File: config.mk
export PLATFORM = sky130hd
export DESIGN_NAME = memory_pattern_test_sequencer_top
export DESIGN_NICKNAME = d
export VERILOG_FILES = /design/src/hdl/mpts_pkg.sv /design/src/hdl/mpts_front.sv /design/src/hdl/mpts_engine.sv /design/src/hdl/memory_pattern_test_sequencer_top.sv
export VERILOG_INCLUDE_DIRS = /design/src /design/src/hdl
export SDC_FILE = /design/constraint.sdc
export NUM_CORES = 1
export LEC_CHECK = 0
export ABC_CLOCK_PERIOD_IN_PS = 16390
export BUFFER_PORTS_ARGS = -buffer_cell sky130_fd_sc_hd__buf_2
export CORE_MARGIN = 4
export CORE_UTILIZATION = 35
export CTS_BUF_LIST = sky130_fd_sc_hd__clkbuf_16
export DETAILED_ROUTE_END_ITERATION = 10
export SYNTH_ARGS = -nofsm -noshare
export SYNTH_HDL_FRONTEND = slang
export SYNTH_SLANG_ARGS = --single-unit
File: constraint.sdc
create_clock -name aclk -period 16.39 [get_ports aclk]
set_clock_uncertainty 0.15 [all_clocks]
set_input_delay 2.4585 -clock aclk [delete_from_list [all_inputs] [get_ports aclk]]
set_output_delay 2.4585 -clock aclk [all_outputs]
set_load 0.01 [all_outputs]
File: src/hdl/memory_pattern_test_sequencer_top_assert.svh
`ifndef MEMORY_PATTERN_TEST_SEQUENCER_TOP_ASSERT_SVH
`define MEMORY_PATTERN_TEST_SEQUENCER_TOP_ASSERT_SVH

// implication checked in the same cycle
`define MPTS_ASSERT_NOW(label, ante, cons, msg) \
    label: assert property (@(posedge aclk) disable iff (!aresetn) (ante) |-> (cons)) \
        else $error(msg);

// implication checked in the next cycle
`define MPTS_ASSERT_NEXT(label, ante, cons, msg) \
    label: assert property (@(posedge aclk) disable iff (!aresetn) (ante) |=> (cons)) \
        else $error(msg);

`endif

File: src/hdl/mpts_pkg.sv
package mpts_pkg;

    localparam int ADDR_WIDTH_DEF = 32;
    localparam int LINE_BYTES_DEF = 32;

    localparam logic [31:0] BASE_RESET = 32'h0000_0000;
    localparam logic [31:0] SIZE_RESET = 32'h0010_0000;
    localparam logic [1:0]  MODE_RESET = 2'd0;

    localparam logic [1:0] CFG_BASE = 2'd0;
    localparam logic [1:0] CFG_SIZE = 2'd1;
    localparam logic [1:0] CFG_MODE = 2'd2;

    localparam logic [1:0] MODE_ALL     = 2'd0;
    localparam logic [1:0] MODE_TYPE0   = 2'd1;
    localparam logic [1:0] MODE_CACHE   = 2'd2;
    localparam logic [1:0] MODE_ALL_ALT = 2'd3;

    localparam logic OP_START = 1'b0;
    localparam logic OP_DONE  = 1'b1;

    localparam logic [1:0] KIND_NONE   = 2'd0;
    localparam logic [1:0] KIND_READ   = 2'd1;
    localparam logic [1:0] KIND_WRITE  = 2'd2;
    localparam logic [1:0] KIND_FINISH = 2'd3;

    localparam logic [1:0] PH_PATTERN = 2'd0;
    localparam logic [1:0] PH_ADDR    = 2'd1;
    localparam logic [1:0] PH_STRIDE  = 2'd2;
    localparam logic [1:0] PH_VERIFY  = 2'd3;

    localparam logic [1:0] PR_NONE    = 2'd0;
    localparam logic [1:0] PR_DISCARD = 2'd1;
    localparam logic [1:0] PR_CHECK   = 2'd2;
    localparam logic [1:0] PR_WRITE   = 2'd3;

    localparam logic [3:0] LAST_TYPE  = 4'hF;
    localparam logic [1:0] LAST_ROUND = 2'd3;

    localparam logic [31:0] PATTERN_SET [8][4] = '{
        '{32'h0000_0000, 32'hFFFF_FFFF, 32'h5555_5555, 32'hAAAA_AAAA},
        '{32'h0000_0000, 32'h0000_0000, 32'h0000_0000, 32'h0000_0000},
        '{32'hFFFF_FFFF, 32'hFFFF_FFFF, 32'hFFFF_FFFF, 32'hFFFF_FFFF},
        '{32'h5555_5555, 32'h5555_5555, 32'h5555_5555, 32'h5555_5555},
        '{32'hAAAA_AAAA, 32'hAAAA_AAAA, 32'hAAAA_AAAA, 32'hAAAA_AAAA},
        '{32'h0000_0000, 32'hFFFF_FFFF, 32'h0000_0000, 32'hFFFF_FFFF},
        '{32'h5555_5555, 32'hAAAA_AAAA, 32'h5555_5555, 32'hAAAA_AAAA},
        '{32'h0000_0000, 32'h5555_5555, 32'hFFFF_FFFF, 32'hAAAA_AAAA}
    };

    typedef enum logic {
        ST_WAIT,
        ST_SETTLE
    } eng_state_t;

    typedef struct packed {
        logic        op;
        logic [31:0] rd;
    } item_t;

    typedef struct packed {
        logic [1:0]  kind;
        logic [31:0] addr;
        logic [31:0] wdata;
        logic        failed;
        logic [31:0] expected;
        logic [31:0] observed;
        logic [3:0]  ttype;
        logic [1:0]  phase;
    } res_t;

    function automatic logic [31:0] addr_word(input logic [31:0] a, input logic odd);
        logic [31:0] w;
        if (odd) begin
            w = {a[31:16], ~a[15:0]};
        end else begin
            w = {~a[31:16], a[15:0]};
        end
        return w;
    endfunction

endpackage

File: src/hdl/mpts_front.sv
module mpts_front (
    input  logic                aclk,
    input  logic                aresetn,
    input  logic                in_valid,
    output logic                in_ready,
    input  mpts_pkg::item_t     in_item,
    output logic                q_valid,
    output mpts_pkg::item_t     q_item,
    input  logic                q_pop
);

    mpts_pkg::item_t slot_reg [2];
    logic       wr_ptr_reg, wr_ptr_next;
    logic       rd_ptr_reg, rd_ptr_next;
    logic [1:0] count_reg, count_next;
    logic       push, pop;

    assign in_ready = (count_reg != 2'd2);
    assign q_valid  = (count_reg != 2'd0);
    assign q_item   = slot_reg[rd_ptr_reg];
    assign push     = in_valid && in_ready;
    assign pop      = q_pop && q_valid;

    always_comb begin
        wr_ptr_next = push ? ~wr_ptr_reg : wr_ptr_reg;
        rd_ptr_next = pop ? ~rd_ptr_reg : rd_ptr_reg;
        count_next  = count_reg;
        if (push && !pop) begin
            count_next = count_reg + 2'd1;
        end else if (pop && !push) begin
            count_next = count_reg - 2'd1;
        end
    end

    always_ff @(posedge aclk) begin
        if (!aresetn) begin
            wr_ptr_reg <= 1'b0;
            rd_ptr_reg <= 1'b0;
            count_reg  <= 2'd0;
        end else begin
            wr_ptr_reg <= wr_ptr_next;
            rd_ptr_reg <= rd_ptr_next;
            count_reg  <= count_next;
        end
    end

    always_ff @(posedge aclk) begin
        if (push) begin
            slot_reg[wr_ptr_reg] <= in_item;
        end
    end

endmodule

File: src/hdl/mpts_engine.sv
module mpts_engine #(
    parameter int ADDR_WIDTH = mpts_pkg::ADDR_WIDTH_DEF,
    parameter int LINE_BYTES = mpts_pkg::LINE_BYTES_DEF
) (
    input  logic             aclk,
    input  logic             aresetn,
    input  logic [31:0]      base_address,
    input  logic [31:0]      size_bytes,
    input  logic [1:0]       sweep_mode,
    input  logic             q_valid,
    input  mpts_pkg::item_t  q_item,
    output logic             q_pop,
    input  logic             out_free,
    output logic             res_valid,
    output mpts_pkg::res_t   res
);

    localparam int AW   = ADDR_WIDTH;
    localparam int WPL  = LINE_BYTES / 4;
    localparam int LOW  = (WPL > 1) ? $clog2(WPL) : 1;
    localparam int SW   = (AW > 34) ? AW : 34;
    localparam logic [LOW-1:0] LAST_LINE = LOW'(WPL - 1);

    mpts_pkg::eng_state_t state_reg, state_next;

    logic           busy_reg, busy_next;
    logic [1:0]     phase_reg, phase_next;
    logic           vp_reg, vp_next;
    logic [3:0]     type_reg, type_next;
    logic [1:0]     round_reg, round_next;
    logic [29:0]    wi_reg, wi_next;
    logic [LOW-1:0] lo_reg, lo_next;
    logic [AW-1:0]  wp_reg, wp_next;
    logic [AW-1:0]  tp_reg, tp_next;
    logic [1:0]     pr_reg, pr_next;
    logic [31:0]    pe_reg, pe_next;

    logic [SW-1:0]  base_ext, sum_end, sum_word, sum_line;
    logic [AW-1:0]  base_aw, range_end, word_addr, line_addr, cur_addr;
    logic [AW:0]    wp_inc;
    logic           wp_carry;
    logic [29:0]    word_count;
    logic [31:0]    a32, pat_word, val;
    logic           mismatch, more_types, odd_type;
    logic           issue_ok, finish_ok, emit_settle;
    logic           take;

    assign base_ext   = SW'(base_address);
    assign sum_end    = base_ext + SW'(size_bytes);
    assign sum_word   = base_ext + (SW'(wi_reg) << 2);
    assign sum_line   = base_ext + ((SW'(lo_reg) + SW'(1)) << 2);
    assign base_aw    = base_ext[AW-1:0];
    assign range_end  = sum_end[AW-1:0];
    assign word_addr  = sum_word[AW-1:0];
    assign line_addr  = sum_line[AW-1:0];
    assign word_count = size_bytes[31:2];
    assign wp_inc     = {1'b0, wp_reg} + (AW+1)'(LINE_BYTES);
    assign wp_carry   = wp_inc[AW];
    assign odd_type   = type_reg[0];
    assign more_types = ((sweep_mode == mpts_pkg::MODE_ALL) ||
                         (sweep_mode == mpts_pkg::MODE_ALL_ALT)) &&
                        (type_reg != mpts_pkg::LAST_TYPE);

    always_comb begin
        if (phase_reg <= mpts_pkg::PH_ADDR) begin
            cur_addr = word_addr;
        end else if (phase_reg == mpts_pkg::PH_STRIDE && vp_reg) begin
            cur_addr = tp_reg;
        end else begin
            cur_addr = wp_reg;
        end
    end

    assign a32      = 32'(cur_addr);
    assign pat_word = mpts_pkg::PATTERN_SET[type_reg[3:1]][wi_reg[1:0] + round_reg];
    assign mismatch = (pr_reg == mpts_pkg::PR_CHECK) && (q_item.rd != pe_reg);
    assign take     = (state_reg == mpts_pkg::ST_WAIT) && q_valid && out_free;

    always_comb begin
        if (phase_reg == mpts_pkg::PH_PATTERN) begin
            val = pat_word;
        end else if (phase_reg == mpts_pkg::PH_ADDR) begin
            val = mpts_pkg::addr_word(a32, wi_reg[0]);
        end else begin
            val = a32 + 32'(round_reg);
        end
    end

    always_comb begin
        if (phase_reg <= mpts_pkg::PH_ADDR) begin
            issue_ok = (wi_reg < word_count);
        end else if (phase_reg == mpts_pkg::PH_STRIDE) begin
            issue_ok = vp_reg || (wp_reg < range_end);
        end else begin
            issue_ok = (wp_reg < range_end);
        end
        finish_ok   = (phase_reg == mpts_pkg::PH_VERIFY) && !issue_ok &&
                      (lo_reg == LAST_LINE) && (round_reg == mpts_pkg::LAST_ROUND) &&
                      !more_types;
        emit_settle = issue_ok || finish_ok;
    end

    // next state
    always_comb begin
        state_next = state_reg;
        unique case (state_reg)
            mpts_pkg::ST_WAIT: begin
                if (take && ((q_item.op == mpts_pkg::OP_START) || (busy_reg && !mismatch))) begin
                    state_next = mpts_pkg::ST_SETTLE;
                end
            end
            mpts_pkg::ST_SETTLE: begin
                if (emit_settle && out_free) begin
                    state_next = mpts_pkg::ST_WAIT;
                end
            end
            default: state_next = mpts_pkg::ST_WAIT;
        endcase
    end

    // outputs and sequencer datapath
    always_comb begin
        busy_next  = busy_reg;
        phase_next = phase_reg;
        vp_next    = vp_reg;
        type_next  = type_reg;
        round_next = round_reg;
        wi_next    = wi_reg;
        lo_next    = lo_reg;
        wp_next    = wp_reg;
        tp_next    = tp_reg;
        pr_next    = pr_reg;
        pe_next    = pe_reg;
        q_pop      = 1'b0;
        res_valid  = 1'b0;
        res        = '0;
        res.ttype  = type_reg;
        res.phase  = phase_reg;
        unique case (state_reg)
            mpts_pkg::ST_WAIT: begin
                if (take) begin
                    q_pop = 1'b1;
                    if (q_item.op == mpts_pkg::OP_START) begin
                        busy_next  = 1'b1;
                        type_next  = '0;
                        phase_next = (sweep_mode == mpts_pkg::MODE_CACHE) ?
                                     mpts_pkg::PH_STRIDE : mpts_pkg::PH_PATTERN;
                        round_next = '0;
                        wi_next    = '0;
                        lo_next    = '0;
                        vp_next    = 1'b0;
                        wp_next    = base_aw;
                        tp_next    = base_aw;
                        pr_next    = mpts_pkg::PR_NONE;
                        pe_next    = '0;
                    end else if (!busy_reg) begin
                        res_valid = 1'b1;
                        res.kind  = mpts_pkg::KIND_NONE;
                    end else if (mismatch) begin
                        busy_next    = 1'b0;
                        pr_next      = mpts_pkg::PR_NONE;
                        res_valid    = 1'b1;
                        res.kind     = mpts_pkg::KIND_FINISH;
                        res.addr     = a32;
                        res.failed   = 1'b1;
                        res.expected = pe_reg;
                        res.observed = q_item.rd;
                    end else begin
                        if (phase_reg <= mpts_pkg::PH_ADDR) begin
                            if (!((phase_reg == mpts_pkg::PH_PATTERN) && !vp_reg && odd_type &&
                                  (pr_reg == mpts_pkg::PR_DISCARD))) begin
                                wi_next = wi_reg + 30'd1;
                            end
                        end else if (phase_reg == mpts_pkg::PH_STRIDE) begin
                            if (vp_reg) begin
                                tp_next = tp_reg + AW'(LINE_BYTES);
                                vp_next = 1'b0;
                            end else if (wp_carry) begin
                                wp_next = range_end;
                            end else begin
                                wp_next = wp_inc[AW-1:0];
                                if ((range_end >> 1) <= wp_inc[AW-1:0]) begin
                                    vp_next = 1'b1;
                                end
                            end
                        end else begin
                            wp_next = wp_carry ? range_end : wp_inc[AW-1:0];
                        end
                    end
                end
            end
            mpts_pkg::ST_SETTLE: begin
                if (issue_ok) begin
                    if (out_free) begin
                        res_valid = 1'b1;
                        res.addr  = a32;
                        if ((phase_reg <= mpts_pkg::PH_ADDR && vp_reg) ||
                            (phase_reg == mpts_pkg::PH_STRIDE && vp_reg) ||
                            (phase_reg == mpts_pkg::PH_VERIFY)) begin
                            pr_next  = mpts_pkg::PR_CHECK;
                            pe_next  = val;
                            res.kind = mpts_pkg::KIND_READ;
                        end else if ((phase_reg == mpts_pkg::PH_PATTERN) && odd_type &&
                                     (pr_reg != mpts_pkg::PR_DISCARD)) begin
                            pr_next  = mpts_pkg::PR_DISCARD;
                            pe_next  = '0;
                            res.kind = mpts_pkg::KIND_READ;
                        end else begin
                            pr_next   = mpts_pkg::PR_WRITE;
                            pe_next   = '0;
                            res.kind  = mpts_pkg::KIND_WRITE;
                            res.wdata = val;
                        end
                    end
                end else if (finish_ok) begin
                    if (out_free) begin
                        busy_next = 1'b0;
                        pr_next   = mpts_pkg::PR_NONE;
                        res_valid = 1'b1;
                        res.kind  = mpts_pkg::KIND_FINISH;
                    end
                end else if (phase_reg <= mpts_pkg::PH_ADDR) begin
                    wi_next = '0;
                    if (!vp_reg) begin
                        vp_next = 1'b1;
                    end else if (phase_reg == mpts_pkg::PH_PATTERN &&
                                 round_reg != mpts_pkg::LAST_ROUND) begin
                        round_next = round_reg + 2'd1;
                        vp_next    = 1'b0;
                    end else if (phase_reg == mpts_pkg::PH_PATTERN) begin
                        phase_next = mpts_pkg::PH_ADDR;
                        vp_next    = 1'b0;
                    end else begin
                        phase_next = mpts_pkg::PH_STRIDE;
                        round_next = '0;
                        vp_next    = 1'b0;
                        lo_next    = '0;
                        wp_next    = base_aw;
                        tp_next    = base_aw;
                    end
                end else if (lo_reg != LAST_LINE) begin
                    lo_next = lo_reg + LOW'(1);
                    wp_next = line_addr;
                    tp_next = line_addr;
                end else if (phase_reg == mpts_pkg::PH_STRIDE) begin
                    phase_next = mpts_pkg::PH_VERIFY;
                    lo_next    = '0;
                    wp_next    = base_aw;
                    tp_next    = base_aw;
                end else if (round_reg != mpts_pkg::LAST_ROUND) begin
                    round_next = round_reg + 2'd1;
                    phase_next = mpts_pkg::PH_STRIDE;
                    vp_next    = 1'b0;
                    lo_next    = '0;
                    wp_next    = base_aw;
                    tp_next    = base_aw;
                end else begin
                    // next test type
                    type_next  = type_reg + 4'd1;
                    phase_next = (sweep_mode == mpts_pkg::MODE_CACHE) ?
                                 mpts_pkg::PH_STRIDE : mpts_pkg::PH_PATTERN;
                    round_next = '0;
                    wi_next    = '0;
                    lo_next    = '0;
                    vp_next    = 1'b0;
                    wp_next    = base_aw;
                    tp_next    = base_aw;
                    pr_next    = mpts_pkg::PR_NONE;
                    pe_next    = '0;
                end
            end
            default: begin
            end
        endcase
    end

    always_ff @(posedge aclk) begin
        if (!aresetn) begin
            state_reg <= mpts_pkg::ST_WAIT;
            busy_reg  <= 1'b0;
            phase_reg <= '0;
            vp_reg    <= 1'b0;
            type_reg  <= '0;
            round_reg <= '0;
            wi_reg    <= '0;
            lo_reg    <= '0;
            wp_reg    <= '0;
            tp_reg    <= '0;
            pr_reg    <= mpts_pkg::PR_NONE;
            pe_reg    <= '0;
        end else begin
            state_reg <= state_next;
            busy_reg  <= busy_next;
            phase_reg <= phase_next;
            vp_reg    <= vp_next;
            type_reg  <= type_next;
            round_reg <= round_next;
            wi_reg    <= wi_next;
            lo_reg    <= lo_next;
            wp_reg    <= wp_next;
            tp_reg    <= tp_next;
            pr_reg    <= pr_next;
            pe_reg    <= pe_next;
        end
    end

endmodule

File: src/hdl/memory_pattern_test_sequencer_top.sv
// path: queue, engine take, engine issue, output register; idle or failing requests skip issue
// a new request is taken only after the last result is issued; both steps wait for output room
// each empty pass, line or skipped type is stepped over in the settle state before the result
// the 2-entry request queue keeps taking requests, until full, while a result waits on m_axis
// reset: synchronous active-low aresetn; idle, config back to base 0, size 1 MiB, mode 0
`include "memory_pattern_test_sequencer_top_assert.svh"

module memory_pattern_test_sequencer_top #(
    parameter int ADDR_WIDTH = mpts_pkg::ADDR_WIDTH_DEF,
    parameter int LINE_BYTES = mpts_pkg::LINE_BYTES_DEF
) (
    input  logic         aclk,
    input  logic         aresetn,
    input  logic         cfg_wr_en,
    input  logic [1:0]   cfg_addr,
    input  logic [31:0]  cfg_wr_data,
    input  logic         s_axis_tvalid,
    output logic         s_axis_tready,
    input  logic [31:0]  s_axis_tdata,   // read_data
    input  logic [0:0]   s_axis_tuser,   // operation
    output logic         m_axis_tvalid,
    input  logic         m_axis_tready,
    // access_address, write_data, run_failed, expected_word, observed_word,
    // current_type, current_phase, zero pad
    output logic [135:0] m_axis_tdata,
    output logic [1:0]   m_axis_tuser    // access_kind
);

    logic [31:0] base_reg;
    logic [31:0] size_reg;
    logic [1:0]  mode_reg;

    mpts_pkg::item_t in_item, q_item;
    mpts_pkg::res_t  res, res_reg;
    logic            q_valid, q_pop, res_valid, out_free;
    logic            m_valid_reg, m_valid_next;

    always_ff @(posedge aclk) begin
        if (!aresetn) begin
            base_reg <= mpts_pkg::BASE_RESET;
            size_reg <= mpts_pkg::SIZE_RESET;
            mode_reg <= mpts_pkg::MODE_RESET;
        end else if (cfg_wr_en) begin
            unique case (cfg_addr)
                mpts_pkg::CFG_BASE: base_reg <= cfg_wr_data;
                mpts_pkg::CFG_SIZE: size_reg <= cfg_wr_data;
                mpts_pkg::CFG_MODE: mode_reg <= cfg_wr_data[1:0];
                default: begin
                end
            endcase
        end
    end

    assign in_item.op = s_axis_tuser[0];
    assign in_item.rd = s_axis_tdata;

    mpts_front u_front (
        .aclk     (aclk),
        .aresetn  (aresetn),
        .in_valid (s_axis_tvalid),
        .in_ready (s_axis_tready),
        .in_item  (in_item),
        .q_valid  (q_valid),
        .q_item   (q_item),
        .q_pop    (q_pop)
    );

    mpts_engine #(
        .ADDR_WIDTH (ADDR_WIDTH),
        .LINE_BYTES (LINE_BYTES)
    ) u_engine (
        .aclk         (aclk),
        .aresetn      (aresetn),
        .base_address (base_reg),
        .size_bytes   (size_reg),
        .sweep_mode   (mode_reg),
        .q_valid      (q_valid),
        .q_item       (q_item),
        .q_pop        (q_pop),
        .out_free     (out_free),
        .res_valid    (res_valid),
        .res          (res)
    );

    // output register
    assign out_free = !m_valid_reg || m_axis_tready;

    always_comb begin
        m_valid_next = m_valid_reg;
        if (res_valid) begin
            m_valid_next = 1'b1;
        end else if (m_axis_tready) begin
            m_valid_next = 1'b0;
        end
    end

    always_ff @(posedge aclk) begin
        if (!aresetn) begin
            m_valid_reg <= 1'b0;
        end else begin
            m_valid_reg <= m_valid_next;
        end
    end

    always_ff @(posedge aclk) begin
        if (res_valid) begin
            res_reg <= res;
        end
    end

    assign m_axis_tvalid = m_valid_reg;
    assign m_axis_tuser  = res_reg.kind;
    assign m_axis_tdata  = {1'b0, res_reg.phase, res_reg.ttype, res_reg.observed,
                            res_reg.expected, res_reg.failed, res_reg.wdata, res_reg.addr};

    `MPTS_ASSERT_NOW(a_emit_has_room, res_valid, out_free, "result produced with output full")
    `MPTS_ASSERT_NOW(a_fail_is_finish, m_axis_tvalid && m_axis_tdata[64],
        m_axis_tuser == mpts_pkg::KIND_FINISH, "failure flag without finish")
    `MPTS_ASSERT_NOW(a_pop_needs_room, q_pop, out_free, "request taken without result space")
    `MPTS_ASSERT_NEXT(a_hold_result, m_axis_tvalid && !m_axis_tready, m_axis_tvalid,
        "result dropped while stalled")

endmodule
==> out/qor.csv, run 1 <==
metric,value,unit
outcome,"finished, final reports clean",
slew_viol_final,0,
fin_nets,3452,
first_global_vias,21900,
worst_setup_hold_path_clk_slew,60,ps
timing_worst_slew_pin_value,1180,ps
power.density,143,nW/um2
cts_buffers,50,
postCtsSetupBuffers,0,
timing.hold.worst.class,flop to flop,
register_area,10400,um2
synthMostInstantiatedCell,nand2_1,
syn2layout_area_growth,14.3,%
cp_slowest_stage_delay,960,ps
setup_violations,0,
drt-wirelength-per-cell,21.7,um
ctsResizeCount,0,
hold_viol_final,0,
critPathLaunchType,flop,
synthTopCellsByArea,"edfxtp_1 (23%), dfxtp_1 (16%), ha_1 (8.0%), nand2_1 (6.3%), a21oi_1 (4.8%)",
crit_chain,"ha_1, a21oi_1, nor2b_1, o31ai_1, a21o_1, a21o_1, o21ai_0, o41ai_1, nor2_1, a311oi_1, inv_1, ha_1, nand4_1, nor2_1, a221oi_1, o211ai_1, a21oi_1, nand2_1, o22ai_4, buf_4, buf_4",
fin_tns_setup,0,ps
synth.yosys.seq_area_share,39.4,%
crit_buf_inv,3,
i_o_pin_cnt,212,
worst_ir_drop_vdd,78.7,uV
rsz0062_at_grt,false,
initial_core_util,35.4,%
synth-warning-count,0,
grt_antenna_before_repair,2,
rows,100,
drive_above_1_share,11.9,%
max_clock_buf_depth,3,
clock.fmax,0.126,GHz
ys_seq_elements,417,
floorplan.die.height,282,um
postSynth.topFlopCell,dfxtp_1,
crit_required,16470,ps
multiInputGateArea,14900,um2
coreArea,74400,um2
drt-pass1-iter-count,6,
crit_type,flop to flop,
place.gp.congestion,0.937,
dr_total_vias,23800,
dp_hpwl,69000,um
final-instance-count-excl-fill,4218,
maxCapViolations,0,
post_synth_most_frequent_cells,"nand2_1 (442), nor2_1 (262), a21oi_1 (250)",
p_leak,11.5,nW
syn_area,26300,um2
placedCellCount,4124,
final.setup.worst_slack,8460,ps
cp_data_arrival_time,8010,ps
cts_root_buffer,clkbuf_16,
residual_overflow_from_global_routing,0,
holdBufCountCts,0,
slew_headroom,21.2,%
die_outline_area,79700,um2
finalInstanceArea,30100,um2
grtUsageTotal,22.2,%
antenna_violating_nets_post_route,0,
number_of_antenna_cells_inserted,0,
synth-async-reset-ratio,0,%
place.port_buffers,210,
die_w,282,um
synth_enable_flop_cells,203,
crit_path_top_delay_cell,buf_4,
largest_register_ffs,135,
end_kind,flop,
design_power_total,4.29,mW
ctsHtreeMaxLevel,2,
cts_tree,done,
synth_area_per_cell,8.59,um2
synthesized_net_count,3311,
clock-sinks,417,
clock_insertion_delay_worst_skew,630,ps
synth_top_area_share,23.2,%
timing.critical_path.fanout_max,87,
drc_errors,0,
yosys.cell_types.count,97,
minimum_clock_period,7930,ps
cpLargestDelayFamily,compound AO/OA/AOI/OAI gates,
dp_slack,8540,ps
totalWireLength,91600,um
postSynthCellCount,3066,
drt_iter0_markers,2302,
grt_max_degree,88,
final_min_period_over_clock_period,48.4,%
layout.filler_cells,7469,
synth_top_area_cell,edfxtp_1,
grt_first_pass_wirelength,136000,um
detail_route.vias_per_cell,5.64,
area_post_placement,28300,um2
-- routing by layer --
metal | share of wire (%) | routed length (um) | GRT usage [%] | up-vias
met5 | 0.014 | 13 | 0 | -
met1 | 43 | 39300 | 29.1 | 11400
li1 | - | - | - | 11400
met4 | 4.9 | 4470 | 9.62 | 2
met3 | 5.7 | 5200 | 3.15 | 200
met2 | 46 | 42600 | 36.7 | 813
-- layout make-up --
class | count | share of cell area (%)
well taps | 969 | 4.03
clock inverters | 44 | 1.77
repair buffers | 248 | 4.44
flip-flops and latches | 417 | 34.5
multi-input cells | 2375 | 49.6
inverters | 115 | 1.44
clock buffers | 50 | 4.16
-- cell usage in the layout, fill, tap and decap left out, types with 37 or more instances in the layout --
master,netlist,final
nor3_1,57,57
nand2_1,442,441
buf_4,1,38
nor2_1,262,260
and3_1,38,38
xor2_1,58,58
clkbuf_16,0,50
buf_2,15,210
xnor2_1,88,88
ha_1,169,169
o21ai_0,186,186
o211ai_1,37,37
a21oi_1,250,249
nand3_1,97,97
a21o_1,57,57
dfxtp_1,214,212
a31oi_1,42,42
and2_1,52,52
inv_1,115,122
edfxtp_1,203,203
mux2i_1,60,60
nand4_1,45,45
-- path summary, 6_finish.rpt --
path / from / endpoint / slack, ps / depth (start not counted)
worst min register to register: size_reg[0] / size_reg[0] / 310 / 2
worst max-delay path: base_reg[3] / m_axis_tdata[134] / 8460 / 21
worst min-delay path: size_reg[0] / size_reg[0] / 310 / 2
worst max register to register: base_reg[3] / m_axis_tdata[134] / 8460 / 21
-- worst reg2reg max path: cells and delay by family, from the launching register on --
family                     cells  cell delay, ps
adders and majority gates      2             650
AOI/OAI and AO/OA             11            3790
buffers and inverters          3            1650
DFF                            1             510
and+or+nand+nor                5             700
-- report_power, final --
part	internal, mW	switching [mW]
combinational	0.496	1.04
clock	0.707	0.494
sequential	1.38	0.168
total	2.59	1.70
-- through the flow --
stage | util (%) | hold slack (ps)
final | 40.4 | 314
after global routing | 40.4 | 330
after CTS | 40.4 | 311
after detailed placement | 38.0 | 304
after global placement | 38.0 | 295
after floorplan | - | 275
-- cell families after synthesis --
logic type               count (synthesis)  share of synthesized area, %
flip-flops                             417                          39.4
buffers and inverters                  274                          4.02
adder cells (fa/ha/maj)                174                          8.37
other                                    1                        0.0142
XOR/XNOR                               147                          4.92
AND/OR/NAND/NOR                       1157                          20.5
multiplexers                            69                          2.75
AO/OA/AOI/OAI                          827                          20.0
Power figures use the tool's default switching activity.
==> inputs of run 2 (changes only) <==
- ABC_AREA: unset -> 1
- ABC_CLOCK_PERIOD_IN_PS: 16390 -> 6400
- clock period: 16.39 -> 6.4 ns (I/O delays scaled with it)
==> out/qor.csv, run 2 <==
metric,value,unit,change
holdWs,302,ps,was 314 ps
minimum_clock_period,5880,ps,was 7930 ps
initial_core_util,35.5,%,was 35.4%
worst_setup_hold_path_clk_slew,60,ps,about the same
final_min_period_over_clock_period,91.9,%,was 48.4%
layout.core_utilization,40.6,%,was 40.4%
synthTopCellsByArea,"edfxtp_1 (22%), dfxtp_1 (16%), nand2_1 (11%), ha_1 (7.7%), a21oi_1 (6.8%)",,"was edfxtp_1 (23%), dfxtp_1 (16%), ha_1 (8.0%), nand2_1 (6.3%), a21oi_1 (4.8%)"
cts_tree,done,,unchanged
cp_data_arrival_time,6180,ps,was 8010 ps
grt_antenna_before_repair,1,,was 2
fin_tns_setup,0,ps,unchanged
worst_ir_drop_vdd,251,uV,was 78.7 uV
maxCapViolations,0,,unchanged
synthesized_net_count,4071,,"was 3,311"
dr_total_vias,27300,,"was 23,800"
die_outline_area,83500,um2,"was 79,700 um2"
dp_hpwl,82400,um,"was 69,000 um"
largest_register_ffs,135,,unchanged
cp_slowest_stage_delay,630,ps,was 960 ps
totalWireLength,106000,um,"was 91,600 um"
drt-pass1-iter-count,6,,unchanged
cts_root_buffer,clkbuf_16,,unchanged
synth_enable_flop_cells,203,,unchanged
drive_above_1_share,10.2,%,was 11.9%
crit_top_cell,nand2_1,,
rows,102,,was 100
i_o_pin_cnt,212,,unchanged
critPathLaunchType,flop,,unchanged
synth_top_area_cell,edfxtp_1,,unchanged
area_post_placement,29900,um2,"was 28,300 um2"
timing.critical_path.fanout_max,26,,was 87
first_global_vias,25000,,"was 21,900"
place.gp.congestion,1.01,,was 0.937
synth-async-reset-ratio,0,%,unchanged
postCtsSetupBuffers,0,,unchanged
ys_seq_elements,417,,unchanged
power.density,410,nW/um2,was 143 nW/um2
layout_commonest_cell,nand2_1,,unchanged
timing.hold.worst.class,flop to flop,,unchanged
hold_viol_final,0,,unchanged
synth.yosys.seq_area_share,37.6,%,was 39.4%
max_clock_buf_depth,3,,unchanged
place.port_buffers,210,,unchanged
syn_area,27600,um2,"was 26,300 um2"
antenna_violating_nets_post_route,0,,unchanged
grt_max_degree,67,,was 88
grt_first_pass_wirelength,156000,um,"was 136,000 um"
synth_area_per_cell,7.22,um2,was 8.59 um2
syn2layout_area_growth,14.4,%,was 14.3%
rsz0062_at_grt,false,,unchanged
p_leak,13.4,nW,was 11.5 nW
post_synth_xor_area_fraction,3.49,%,was 4.92%
synthMostInstantiatedCell,nand2_1,,unchanged
fin_nets,4263,,"was 3,452"
layout.filler_cells,8233,,"was 7,469"
synth_fa_ha_area_share,7.95,%,was 8.37%
synthMuxAreaShare,0.761,%,was 2.75%
clock.fmax,0.170,GHz,was 0.126 GHz
synth-warning-count,0,,unchanged
clock_insertion_delay_worst_skew,630,ps,about the same
post_synth_most_frequent_cells,"nand2_1 (814), inv_1 (495), nor2_1 (444)",,"was nand2_1 (442), nor2_1 (262), a21oi_1 (250)"
clock-sinks,417,,unchanged
final.setup.worst_slack,516,ps,was 8460 ps
ctsResizeCount,0,,unchanged
residual_overflow_from_global_routing,0,,unchanged
cts_buffers,50,,unchanged
holdBufCountCts,0,,unchanged
detail_route.vias_per_cell,5.35,,was 5.64
synth_top_area_share,22.1,%,was 23.2%
floorplan.die.height,289,um,was 282 um
placedCellCount,5006,,"was 4,124"
timing_worst_slew_pin_value,1120,ps,was 1180 ps
dp_slack,518,ps,was 8540 ps
yosys.cell_types.count,62,,was 97
crit_required,6690,ps,"was 16,470 ps"
finalInstanceArea,31600,um2,"was 30,100 um2"
final-instance-count-excl-fill,5099,,"was 4,218"
grtUsageTotal,24.5,%,was 22.2%
synth-compound-area-share,14.8,%,was 20.0%
crit_path_top_delay_cell,a2111oi_0,,was buf_4
mostFrequentLayoutCells,"nand2_1 (813), inv_1 (503), nor2_1 (441)",,"was nand2_1 (441), nor2_1 (260), a21oi_1 (249)"
synth_top_family_by_area,simple AND/OR/NAND/NOR gates,,unchanged
coreArea,77800,um2,"was 74,400 um2"
drc_errors,0,,unchanged
drt-wirelength-per-cell,20.8,um,was 21.7 um
slew_viol_final,0,,unchanged
die_w,289,um,was 282 um
drt_iter0_markers,2803,,"was 2,302"
synth_simple_gate_area_share,26.4,%,was 20.5%
postSynthCellCount,3826,,"was 3,066"
number_of_antenna_cells_inserted,0,,unchanged
ctsHtreeMaxLevel,2,,unchanged
postSynth.topFlopCell,dfxtp_1,,unchanged
design_power_total,13.0,mW,was 4.29 mW
outcome,"finished, final reports clean",,unchanged
crit_type,flop to flop,,unchanged
end_kind,flop,,unchanged
slew_headroom,24.9,%,was 21.2%
setup_violations,0,,unchanged
[run 2: worst paths after layout]
check,start,to,slack (ps),cells past startpoint
setup / recovery,base_reg[0],u_engine.wi_reg[25],520,32
hold / removal,size_reg[0],size_reg[0],300,2
setup reg to reg,base_reg[0],u_engine.wi_reg[25],520,32
hold reg to reg,size_reg[0],size_reg[0],300,2
[run 2: kinds of logic (layout without fill, tap and decap cells)]
logic type	Yosys count	count (layout)
flip-flops	417	417
adder cells (fa/ha/maj)	173	173
buffers and inverters	630	863
AO/OA/AOI/OAI	759	759
multiplexers	21	21
other	1	1
AND/OR/NAND/NOR	1715	1715
XOR/XNOR	110	110
[run 2: power by group]
part           leakage (nW)  internal, mW  switching (mW)
Clock                 0.862          1.71            1.26
Combinational          8.81          1.66            4.26
Sequential             3.68          3.68           0.403
Total                  13.4          7.05            5.92
[run 2: layer usage]
layer	track usage, %	up-vias	part of all wire, %
met5	0	-	0.012
met2	37.8	1227	43
met3	5.03	206	9.6
met1	34.2	12700	43
met4	8.25	2	3.8
li1	-	13100	-
[run 2: cell type report]
type | count | area (um2) | area share (%)
clock buffers | 51 | 1280 | 4.04
clock inverters | 42 | 432 | 1.37
inverters | 506 | 1900 | 6.03
multi-input cells | 2779 | 14800 | 46.9
flip-flops and latches | 417 | 10400 | 32.9
well taps | 1040 | 1300 | 4.12
repair buffers | 264 | 1500 | 4.74
[run 2: critical path, delay by kind of cell, from the launching register on]
kind                     cells  cell delay (ps)
AO/OA/AOI/OAI                3              820
XOR/XNOR                     1              340
adder cells (fa/ha/maj)      3              960
buffers and inverters        5              730
flip-flops                   1              340
AND/OR/NAND/NOR             20             2320
